### config.mk
export PLATFORM = sky130hd
export DESIGN_NAME = arpc_ctrl
export DESIGN_NICKNAME = d
export VERILOG_FILES = /design/src/rtl/arpc_pkg.sv /design/src/rtl/arpc_ctrl.sv
export SDC_FILE = /design/constraint.sdc
export NUM_CORES = 1
export LEC_CHECK = 0
export BUFFER_PORTS_ARGS = -buffer_cell sky130_fd_sc_hd__buf_2
export CORE_AREA = 2 2 52 54
export DETAILED_ROUTE_END_ITERATION = 7
export DIE_AREA = 0 0 54 56
export PLACE_DENSITY = 0.77
export REMOVE_ABC_BUFFERS = 1
export SLEW_MARGIN = 10
export SYNTH_ARGS = -nofsm -noshare
export SYNTH_HDL_FRONTEND = slang
export SYNTH_SLANG_ARGS = --single-unit
### constraint.sdc
create_clock -name aclk -period 2.2 [get_ports aclk]
set_input_delay 0.44 -clock aclk [delete_from_list [all_inputs] [get_ports aclk]]
set_output_delay 0.44 -clock aclk [all_outputs]
set_load 0.01 [all_outputs]
### src/rtl/arpc_pkg.sv
`timescale 1ns / 1ps
// ----------------------------------------------------------------------------
// arpc_pkg
// shared types and constants of the arp cache and responder
// ----------------------------------------------------------------------------
package arpc_pkg;

    localparam int TableDepth = 128;
    localparam int IdxW       = $clog2(TableDepth);
    localparam int CntW       = $clog2(TableDepth + 1);
    // entry word: ip 32, mac 48, protocol 16, age 8
    localparam int EntryW     = 104;

    localparam logic [1:0] MODE_RX   = 2'd0;
    localparam logic [1:0] MODE_TICK = 2'd1;
    localparam logic [1:0] MODE_LOOK = 2'd2;
    localparam logic [1:0] MODE_REQ  = 2'd3;

    localparam logic [2:0] ST_DONE   = 3'd0;
    localparam logic [2:0] ST_REPLY  = 3'd1;
    localparam logic [2:0] ST_BAD_HW = 3'd2;
    localparam logic [2:0] ST_BAD_PR = 3'd3;
    localparam logic [2:0] ST_HIT    = 3'd4;
    localparam logic [2:0] ST_MISS   = 3'd5;
    localparam logic [2:0] ST_REQ    = 3'd6;

    localparam logic [15:0] HW_ETHERNET = 16'h0001;
    localparam logic [15:0] PROTO_IPV4  = 16'h0800;
    localparam logic [15:0] OP_REQUEST  = 16'h0001;
    localparam logic [15:0] OP_REPLY    = 16'h0002;
    localparam logic [47:0] MAC_BCAST   = 48'hffff_ffff_ffff;

    localparam logic [0:0] ADDR_OWN_IP  = 1'b0;
    localparam logic [0:0] ADDR_OWN_MAC = 1'b1;

    typedef struct packed {
        logic [1:0]  mode;
        logic [15:0] hw_type;
        logic [15:0] proto_type;
        logic [15:0] operation;
        logic [31:0] snd_ip;
        logic [47:0] snd_mac;
        logic [31:0] tgt_ip;
        logic [47:0] frame_source_mac;
    } item_t;

    typedef struct packed {
        logic [2:0]  status;
        logic [47:0] send_dest_mac;
        logic [15:0] send_operation;
        logic [47:0] send_target_mac;
        logic [31:0] send_target_ip;
        logic [47:0] found_mac;
    } result_t;

    // controller to datapath
    typedef struct packed {
        logic            load;      // capture input item
        logic            clr_wr;    // clearing pass write
        logic            rd;        // issue table read at idx
        logic            scan_rst;  // reset scan bookkeeping
        logic            look;      // examine read data (find/insert scan)
        logic            age_wr;    // write back aged entry
        logic            merge_wr;  // write merged mac at hit
        logic            ins_wr;    // write insert at pick
        logic            done;      // build result
        logic [IdxW-1:0] idx;
    } cmd_t;

    // datapath to controller
    typedef struct packed {
        logic [1:0] mode;
        logic       hw_ok;
        logic       pr_ok;
        logic       hit;
        logic       merge;
        logic       to_us;
    } stat_t;

endpackage

### src/rtl/arpc_ctrl.sv
`timescale 1ns / 1ps
// ----------------------------------------------------------------------------
// arpc_ctrl
// sequencer for clearing, scans, table writes and result handoff
// ----------------------------------------------------------------------------
module arpc_ctrl (
    input  logic            aclk,
    input  logic            aresetn,
    input  logic            s_fire,
    input  logic            m_free,
    input  arpc_pkg::stat_t stat,
    output arpc_pkg::cmd_t  cmd,
    output logic            idle,
    output logic            out_load
);
    import arpc_pkg::*;

    typedef enum logic [7:0] {
        S_CLR   = 8'b0000_0001,
        S_IDLE  = 8'b0000_0010,
        S_DISP  = 8'b0000_0100,
        S_SCAN  = 8'b0000_1000,
        S_LAST  = 8'b0001_0000,
        S_MRD   = 8'b0010_0000,
        S_WR    = 8'b0100_0000,
        S_OUT   = 8'b1000_0000
    } state_t;

    state_t          state_reg, state_next;
    logic [CntW-1:0] cnt_reg, cnt_next;

    always_ff @(posedge aclk) begin
        if (!aresetn) begin
            state_reg <= S_CLR;
            cnt_reg   <= '0;
        end else begin
            state_reg <= state_next;
            cnt_reg   <= cnt_next;
        end
    end

    always_comb begin
        state_next = state_reg;
        cnt_next   = cnt_reg;
        cmd        = '0;
        cmd.idx    = cnt_reg[IdxW-1:0];
        idle       = 1'b0;
        out_load   = 1'b0;
        unique case (state_reg)
            S_CLR: begin
                cmd.clr_wr = 1'b1;
                cnt_next   = cnt_reg + 1'b1;
                if (cnt_reg == CntW'(TableDepth - 1)) begin
                    cnt_next   = '0;
                    state_next = S_IDLE;
                end
            end
            S_IDLE: begin
                idle     = 1'b1;
                cmd.load = s_fire;
                if (s_fire) begin
                    state_next = S_DISP;
                end
            end
            S_DISP: begin
                cmd.scan_rst = 1'b1;
                cnt_next     = '0;
                if (stat.mode == MODE_REQ
                    || (stat.mode == MODE_RX && !(stat.hw_ok && stat.pr_ok))) begin
                    state_next = S_OUT;
                end else begin
                    cmd.rd     = 1'b1;
                    cmd.idx    = '0;
                    cnt_next   = CntW'(1);
                    state_next = S_SCAN;
                end
            end
            S_SCAN: begin
                // data of entry cnt-1 is on the ram output
                if (stat.mode == MODE_TICK) begin
                    cmd.age_wr = 1'b1;
                end else begin
                    cmd.look = 1'b1;
                end
                if (cnt_reg == CntW'(TableDepth)) begin
                    state_next = S_LAST;
                end else if (stat.mode == MODE_TICK) begin
                    state_next = S_MRD;
                end else begin
                    cmd.rd   = 1'b1;
                    cnt_next = cnt_reg + 1'b1;
                end
            end
            S_MRD: begin
                // age writes share the port: reread after each write
                cmd.rd     = 1'b1;
                cnt_next   = cnt_reg + 1'b1;
                state_next = S_SCAN;
            end
            S_LAST: begin
                state_next = S_OUT;
                if (stat.mode == MODE_RX) begin
                    state_next = S_WR;
                end
            end
            S_WR: begin
                if (stat.merge) begin
                    cmd.merge_wr = 1'b1;
                end else if (stat.to_us) begin
                    cmd.ins_wr = 1'b1;
                end
                state_next = S_OUT;
            end
            S_OUT: begin
                if (m_free) begin
                    cmd.done   = 1'b1;
                    out_load   = 1'b1;
                    state_next = S_IDLE;
                end
            end
            default: state_next = S_CLR;
        endcase
    end
endmodule

## After elaboration in Yosys (flattened, before gate mapping)

Index checks and enable logic that the tools add are counted.

- Word-level logic and storage cells: 60
- Register bits: 16
- Bits of input ports: 11
- Output and inout port bits: 18

- Equality and inequality tests: 18
- Reduce and logical (&&, ||, !) cells: 8
- Add/sub/neg operators: 1
- Mux-type cells: 31

Operator list:

| cell | number |
|---|---|
| 8-bit two-way mux | 10 |
| 8-bit one-hot mux with 8 select lines | 1 |
| 8-bit one-hot mux with 4 select lines | 1 |
| 8-bit by 7-bit equality test with 1-bit output (second input constant) | 2 |
| 8-bit equality test (second input constant) | 2 |
| 1-bit two-way mux | 14 |
| 7-bit two-way mux | 2 |
| 2-bit != test (second input constant) | 5 |
| 8-bit by 1-bit adder with 8-bit output (second input constant) | 1 |
| 8-bit by 1-bit equality test with 1-bit output (second input constant) | 1 |
| 8-bit by 2-bit equality test with 1-bit output (second input constant) | 1 |
| 8-bit by 3-bit equality test with 1-bit output (second input constant) | 1 |
| 8-bit by 4-bit equality test with 1-bit output (second input constant) | 1 |
| 8-bit by 5-bit equality test with 1-bit output (second input constant) | 1 |
| 8-bit by 6-bit equality test with 1-bit output (second input constant) | 1 |
| 2-bit two-way mux | 2 |
| 4-bit AND reduction | 1 |
| 4-bit nonzero test | 1 |
| 3-bit != test (second input constant) | 1 |
| 1-bit one-hot mux with 3 select lines | 1 |
| 3-bit AND reduction | 1 |
| 2-bit by 1-bit equality test with 1-bit output (second input constant) | 1 |
| 2-bit equality test (second input constant) | 1 |
| 1-bit logical AND | 2 |
| 3 further kinds | 3 |

## Logic depth before layout (Yosys ltp)

Gate-level depths: netlist of run 1.

- Depth in word-level cells: 6
- Gate-level depth with buffers: 7
- Gate-level depth less buffers: 7

## Least setup slack after synthesis of run 1

No wires, ideal clock.

- Path type: register -> output
- Start: reg state_reg[6]
- End: out cmd[11] in the netlist's numbering
- Stages on the path, launching flop included: 5
- Arrival: 1.525 ns
- Required time: 1.760 ns
- Buffers on the path: 1
- Setup slack: 0.235 ns
- Path through: dfxtp_1 > or3_4 > or4_4 > buf_6 > nor2b_1

RTL lines:

| what | RTL line | RTL |
|---|---|---|
| start, declared | arpc_ctrl.sv:29 | `state_t state_reg, state_next;` |
| start signal, assigned | arpc_ctrl.sv:37 | `state_reg <= state_next;` |
| end, declared | arpc_ctrl.sv:12 | `output arpc_pkg::cmd_t cmd,` |

==> results of run 1 <==
-- logic make-up (layout without fill, tap and decap cells) --
group	count (synthesis)	after routing	synth area share
flops	16	16	0.274
xor+xnor	1	1	0.00750
fa+ha+maj	2	2	0.0214
compound gates	40	40	0.267
buf+inv	11	54	0.0450
simple gates	74	74	0.385
-- cells in the final DEF, fill, tap and decap left out, types with 2 or more instances in the layout --
| cell | n |
|---|---|
| buf_2 | 26 |
| buf_4 | 16 |
| nor2_1 | 12 |
| nor2b_1 | 10 |
| dfxtp_1 | 8 |
| inv_1 | 7 |
| nand2_1 | 7 |
| nand2b_1 | 6 |
| nand3_1 | 6 |
| a211oi_1 | 5 |
| nor4_1 | 4 |
| o22ai_1 | 4 |
| dfxtp_2 | 4 |
| dfxtp_4 | 4 |
| nor3_4 | 3 |
| a21oi_1 | 3 |
| clkbuf_4 | 3 |
| or3_4 | 2 |
| nand4_1 | 2 |
| a21o_1 | 2 |
| o21a_1 | 2 |
| nor2b_4 | 2 |
| nor3b_1 | 2 |
| nor2_2 | 2 |
| o221ai_1 | 2 |
| o31a_1 | 2 |
| o32ai_1 | 2 |
| or3_1 | 2 |
-- through the flow --
stage | power, mW | setup WS [ns] | util | hold slack, ns
global route | 0.553 | -0.0781 | 0.654 | 0.354
global placement | 0.358 | 0.209 | 0.551 | 0.494
detailed placement | 0.361 | 0.150 | 0.551 | 0.499
floorplan | 0.334 | 0.261 | - | 0.464
finish | 0.534 | -0.000934 | 0.654 | 0.347
CTS | 0.522 | 0.00831 | 0.586 | 0.353
-- power by group through the flow --
stage                     combinational (mW)  sequential [mW]  clock [mW]
final                                 0.0795            0.295       0.160
after global routing                  0.0851            0.295       0.173
after CTS                             0.0617            0.299       0.161
after detailed placement              0.0552            0.306           0
after global placement                0.0518            0.306           0
after floorplan                       0.0287            0.305           0
-- critical path, cell delays in order, from the launching register on --
cell and delay [ns]:
dfxtp_4 0.37, or3_4 0.40, or4_4 0.44, nor2_1 0.11
buf_2 0.14
-- per-layer routing --
layer	vias up	wire length [um]	GRT usage
li1	634	-	-
met1	645	1540	0.289
met2	85	1820	0.368
met3	11	278	0.0376
met4	0	81	0.0786
met5	-	0	0
-- synth_stat cells (all sizes together) (3+ instances only) --
cell type and instances:
dfxtp 16, nor2 14, nor2b 12, nand2 9, inv 8, a211oi 7
nand2b 7, nand3 7, o22ai 5, nor3 4, nor4 4, or3 4
a21oi 3, o21ai 3
-- layout make-up --
type	count	area share
flip-flops and latches	16	0.214
clock buffers	3	0.0142
inverters	8	0.0189
multi-input cells	117	0.565
repair buffers	43	0.164
well taps	30	0.0236
-- worst max-delay path by stage --
stage / start / to / cells after the start
floorplan: state_reg[2]$_SDFFE_PN0P_ / cmd[2] / 3
global placement: state_reg[2]$_SDFFE_PN0P_ / cmd[15] / 6
detailed placement: state_reg[6]$_SDFFE_PN0P_ / cnt_reg[3]$_SDFFE_PN0P_ / 5
CTS: state_reg[2]$_SDFFE_PN0P_ / cmd[15] / 6
global route: state_reg[6]$_SDFFE_PN0P_ / cmd[11] / 4
finish: state_reg[6]$_SDFFE_PN0P_ / cmd[10] / 4
-- repair_timing --
action	CTS	global route
resized for setup	8	26
pin swaps	1	10
hold buffers	0	0
endpoints found under the setup margin	14	15
buffers inserted	5	8
==> results.toml, run 1 <==
[setup_path]
r2r-start = "cnt_reg[0]$_SDFFE_PN0P_"
path_class = "flip-flop to output port"
worstPathRequired_ns = 1.76
cp.arrival_ns = 1.76
worstSetupEndpointType = "output port"
r2r_cells = 7
regToRegSetupSlack_ns = 0.01
rr_endpoint = "cnt_reg[3]$_SDFFE_PN0P_"
worstPathMaxFanout = 5
worst_setup_path_start_kind = "flip-flop"

[worst_hold_path]
whs_endpoint = "state_reg[6]$_SDFFE_PN0P_"
hold_depth = 2
hp-start = "stat[6]"
hp-class = "input pin to flip-flop"

[grt]
grt_overflow = 0
grt_max_degree = 13
grt_pass1_vias = 1176
antenna_found_initial = 0
grt_pass1_wl_mm = 5.15
track_usage = 0.225

[floorplan]
core_um2 = 2430
start_util = 0.480
io_pins = 29
die-area_um2 = 3020
die_h_um = 56
die-width_um = 54
num_rows = 18

[power]
p_int_uw = 392
pwr-share-clk = 0.299
sw_frac_of_total = 0.266
switching_power_uw = 142
leakage_nw = 0.665
p_per_area_nw_per_um2 = 336
seqPwrFrac = 0.552
peakVddDrop_mv = 0.338
p_comb_frac = 0.149

[cts]
cts-root-buf = "clkbuf_4"
h-tree-depth = 1
numCtsBuffers = 3
cts_tree = "done"
clockBufferDepth = 2
cts.clk_slew.worst_paths_ns = 0.09
worstSkewPairLatency_ns = 0.30
cts_num_sinks = 16

[timing]
max_freq_mhz = 454
min_period_ns = 2.20
setup_slack_ns = -0.000934
drv_slew = 0
hold_viol = 0
setup_tns_ns = -0.000934
rsz0062_at_grt = "true"
period_share = 1.00
finalClockSkew_ns = 0.00654
maxSlewHeadroom = 0.641
worstMarginPinSlew_ns = 0.536
setup_viol = 1

[synth]
ys_seq_area_frac = 0.274
synth_top_area_cell = "dfxtp_1"
synthesis.instances = 144
syn_area_per_cell_um2 = 8.12
synth_seq_cells = 16
ys_types = 55
synth_top_flop_cell = "dfxtp_1"
synth_top_area_share = 0.274
ys_async_sr_fraction = 0
synth.area.top_cells = "dfxtp_1, nor2b_1, nor2_1"
synth-edff-count = 0
synth_area_um2 = 1170
yosysWarnings = 0

[finish]
ff_latch_area_um2 = 340
fin_cells = 217
design_area_um2 = 1590
syn_to_final_growth_pct = 36.1
layout-drive-gt1-share = 0.422
num_antenna_cells = 0
multi_input_area_um2 = 898
nets = 202
num-fill-cells = 195

[drt]
via_count = 1375
drt.antenna.violating_nets = 0
dr.pass1.iters = 4
routedWlPerCell_um = 17.1
drt_iter0_markers = 97
via_per_inst = 6.34
totalWireLength_mm = 3.72
drc = 0

[place]
dp_hpwl_mm = 2.42
port-buffer-count = 27
dpl_cell_area_um2 = 1340
globalplace.congestion = 0.844
dp_cells = 201

[outcome]
status = "finished with violations"
violations = "setup timing"

[job]
maxCapViolCount = 0
Note: power is estimated with default switching activity, not from simulation.
==> inputs of run 2 (changes only) <==
--- a/config.mk
+++ b/config.mk
@@ -10,7 +10,6 @@
 export DETAILED_ROUTE_END_ITERATION = 7
 export DIE_AREA = 0 0 54 56
 export PLACE_DENSITY = 0.77
-export REMOVE_ABC_BUFFERS = 1
 export SLEW_MARGIN = 10
 export SYNTH_ARGS = -nofsm -noshare
 export SYNTH_HDL_FRONTEND = slang
==> results.toml, run 2 (synthesized netlist as in run 1, its figures left out) <==
[cts]
cts_num_sinks = 16
worstSkewPairLatency_ns = 0.30
cts-root-buf = "clkbuf_4"
numCtsBuffers = 3
h-tree-depth = 1
cts.clk_slew.worst_paths_ns = 0.10
cts_tree = "done"
cts_hold_buf = 0
clockBufferDepth = 2

[power]
switching_power_uw = 137
seqPwrFrac = 0.533
p_per_area_nw_per_um2 = 375
sw_frac_of_total = 0.246
peakVddDrop_mv = 0.340
p_comb_frac = 0.107
pwr-share-clk = 0.360
p_int_uw = 420
leakage_nw = 0.631

[worst_hold_path]
whs_endpoint = "state_reg[6]$_SDFFE_PN0P_"
hold_depth = 2
hp-start = "stat[6]"
hp-class = "input pin to flip-flop"

[finish]
layout-drive-gt1-share = 0.367
multi_input_area_um2 = 852
num_antenna_cells = 0
layout_commonest_cell = "buf_2"
ff_latch_area_um2 = 335
fin_util = 0.611
syn_to_final_growth_pct = 27.2
num-fill-cells = 218
nets = 194
final_cell_mix = "buf_2, nor2_1, nor2b_1"
fin_cells = 210

[drt]
totalWireLength_mm = 3.22
wl_met1_mm = 1.31
routedWlPerCell_um = 15.3
drt.antenna.violating_nets = 0
wl_met3_um = 207
via_count = 1288
via_per_inst = 6.13
drt_iter0_markers = 26
drc = 0
met2WireLength_mm = 1.62
dr.pass1.iters = 4
routed.top_layer = "met4"

[timing]
finalClockSkew_ns = 0.00308
period_share = 0.993
min_period_ns = 2.19
rsz0062_at_grt = "true"
drv_slew = 0
setup_tns_ns = 0
worstMarginPinSlew_ns = 0.462
max_freq_mhz = 458
hold_viol = 0
setup_viol = 0
maxSlewHeadroom = 0.690
hold_ws_ns = 0.356

[grt]
grt_overflow = 0
grt_pass1_wl_mm = 4.99
antenna_found_initial = 0
grt_max_degree = 13
grt_pass1_vias = 1175
track_usage = 0.216

[floorplan]
die-area_um2 = 3020
die_h_um = 56
core_um2 = 2430
die-width_um = 54
num_rows = 18
start_util = 0.480
io_pins = 29

[job]
maxCapViolCount = 0

[setup_path]
rr_endpoint = "state_reg[6]$_SDFFE_PN0P_"
regToRegSetupSlack_ns = 0.19
path_buf_inv = 1
path_cells = "or3_4, or4_4, nor2_1, buf_2"
worstPathRequired_ns = 1.76
worstPathMaxFanout = 4
max_stage_delay_ns = 0.44
critPathSlowestCell = "or4_4"
r2r-start = "cnt_reg[0]$_SDFFE_PN0P_"
crit_family = "simple AND/OR/NAND/NOR gates"
worstSetupEndpointType = "output port"
r2r_cells = 7
cp.arrival_ns = 1.75
worst_setup_path_start_kind = "flip-flop"
path_class = "flip-flop to output port"

[place]
globalplace.congestion = 0.844
dp_hpwl_mm = 2.44
port-buffer-count = 27
dp_cells = 201

[synth]
mappedNetlistNets = 157

[outcome]
status = "completed"
[run 2: cell types whose count changed in the layout (fill, tap and decap cells not counted), sizes merged]
| cell | before | now |
|---|---|---|
| clkbuf | 3 | 4 |
| buf | 43 | 35 |
[run 2: final cells by class]
| type | count | area share |
|---|---|---|
| clock buffers | 4 | 0.0244 |
| inverters | 8 | 0.0202 |
| multi-input cells | 117 | 0.573 |
| flip-flops and latches | 16 | 0.226 |
| well taps | 30 | 0.0253 |
| repair buffers | 35 | 0.131 |
[run 2: repair_timing]
item,CTS,global route
setup buffers,2,3
pin swaps,1,3
endpoints found under the setup margin,14,15
resized for setup,7,15
[run 2: worst max-delay path by stage]
| stage | from | endpoint | slack (ns) | depth (start not counted) |
|---|---|---|---|---|
| finish | state_reg[0]$_SDFFE_PN1P_ | cmd[10] | 0.01 | 4 |
| global route | cnt_reg[3]$_SDFFE_PN0P_ | cmd[13] | -0.08 | 6 |
| CTS | state_reg[2]$_SDFFE_PN0P_ | cmd[4] | 0.004 | 5 |
| detailed placement | state_reg[6]$_SDFFE_PN0P_ | cmd[11] | 0.20 | 4 |
| global placement | state_reg[6]$_SDFFE_PN0P_ | cmd[11] | 0.21 | 4 |
| floorplan | state_reg[6]$_SDFFE_PN0P_ | cmd[11] | 0.24 | 4 |
[run 2: per-layer routing]
layer | vias up | GRT usage
li1 | 619 | -
met1 | 602 | 0.254
met2 | 58 | 0.368
met3 | 9 | 0.0323
met4 | 0 | 0.104
met5 | - | 0
[run 2: through the flow]
step	area [um2]	worst slack [ns]	power, mW
global route	1490	-0.0777	0.578
floorplan	1170	0.235	0.336
detailed placement	1340	0.203	0.361
global placement	1340	0.208	0.358
finish	1490	0.0147	0.557
CTS	1420	0.00449	0.558
[run 2: power groups by stage]
stage,sequential (mW),clock (mW),combinational (mW)
6_report,0.297,0.200,0.0596
3_3_place_gp,0.306,0,0.0519
3_5_place_dp,0.306,0,0.0545
4_1_cts,0.299,0.202,0.0575
2_1_floorplan,0.305,0,0.0308
5_1_grt,0.298,0.214,0.0661
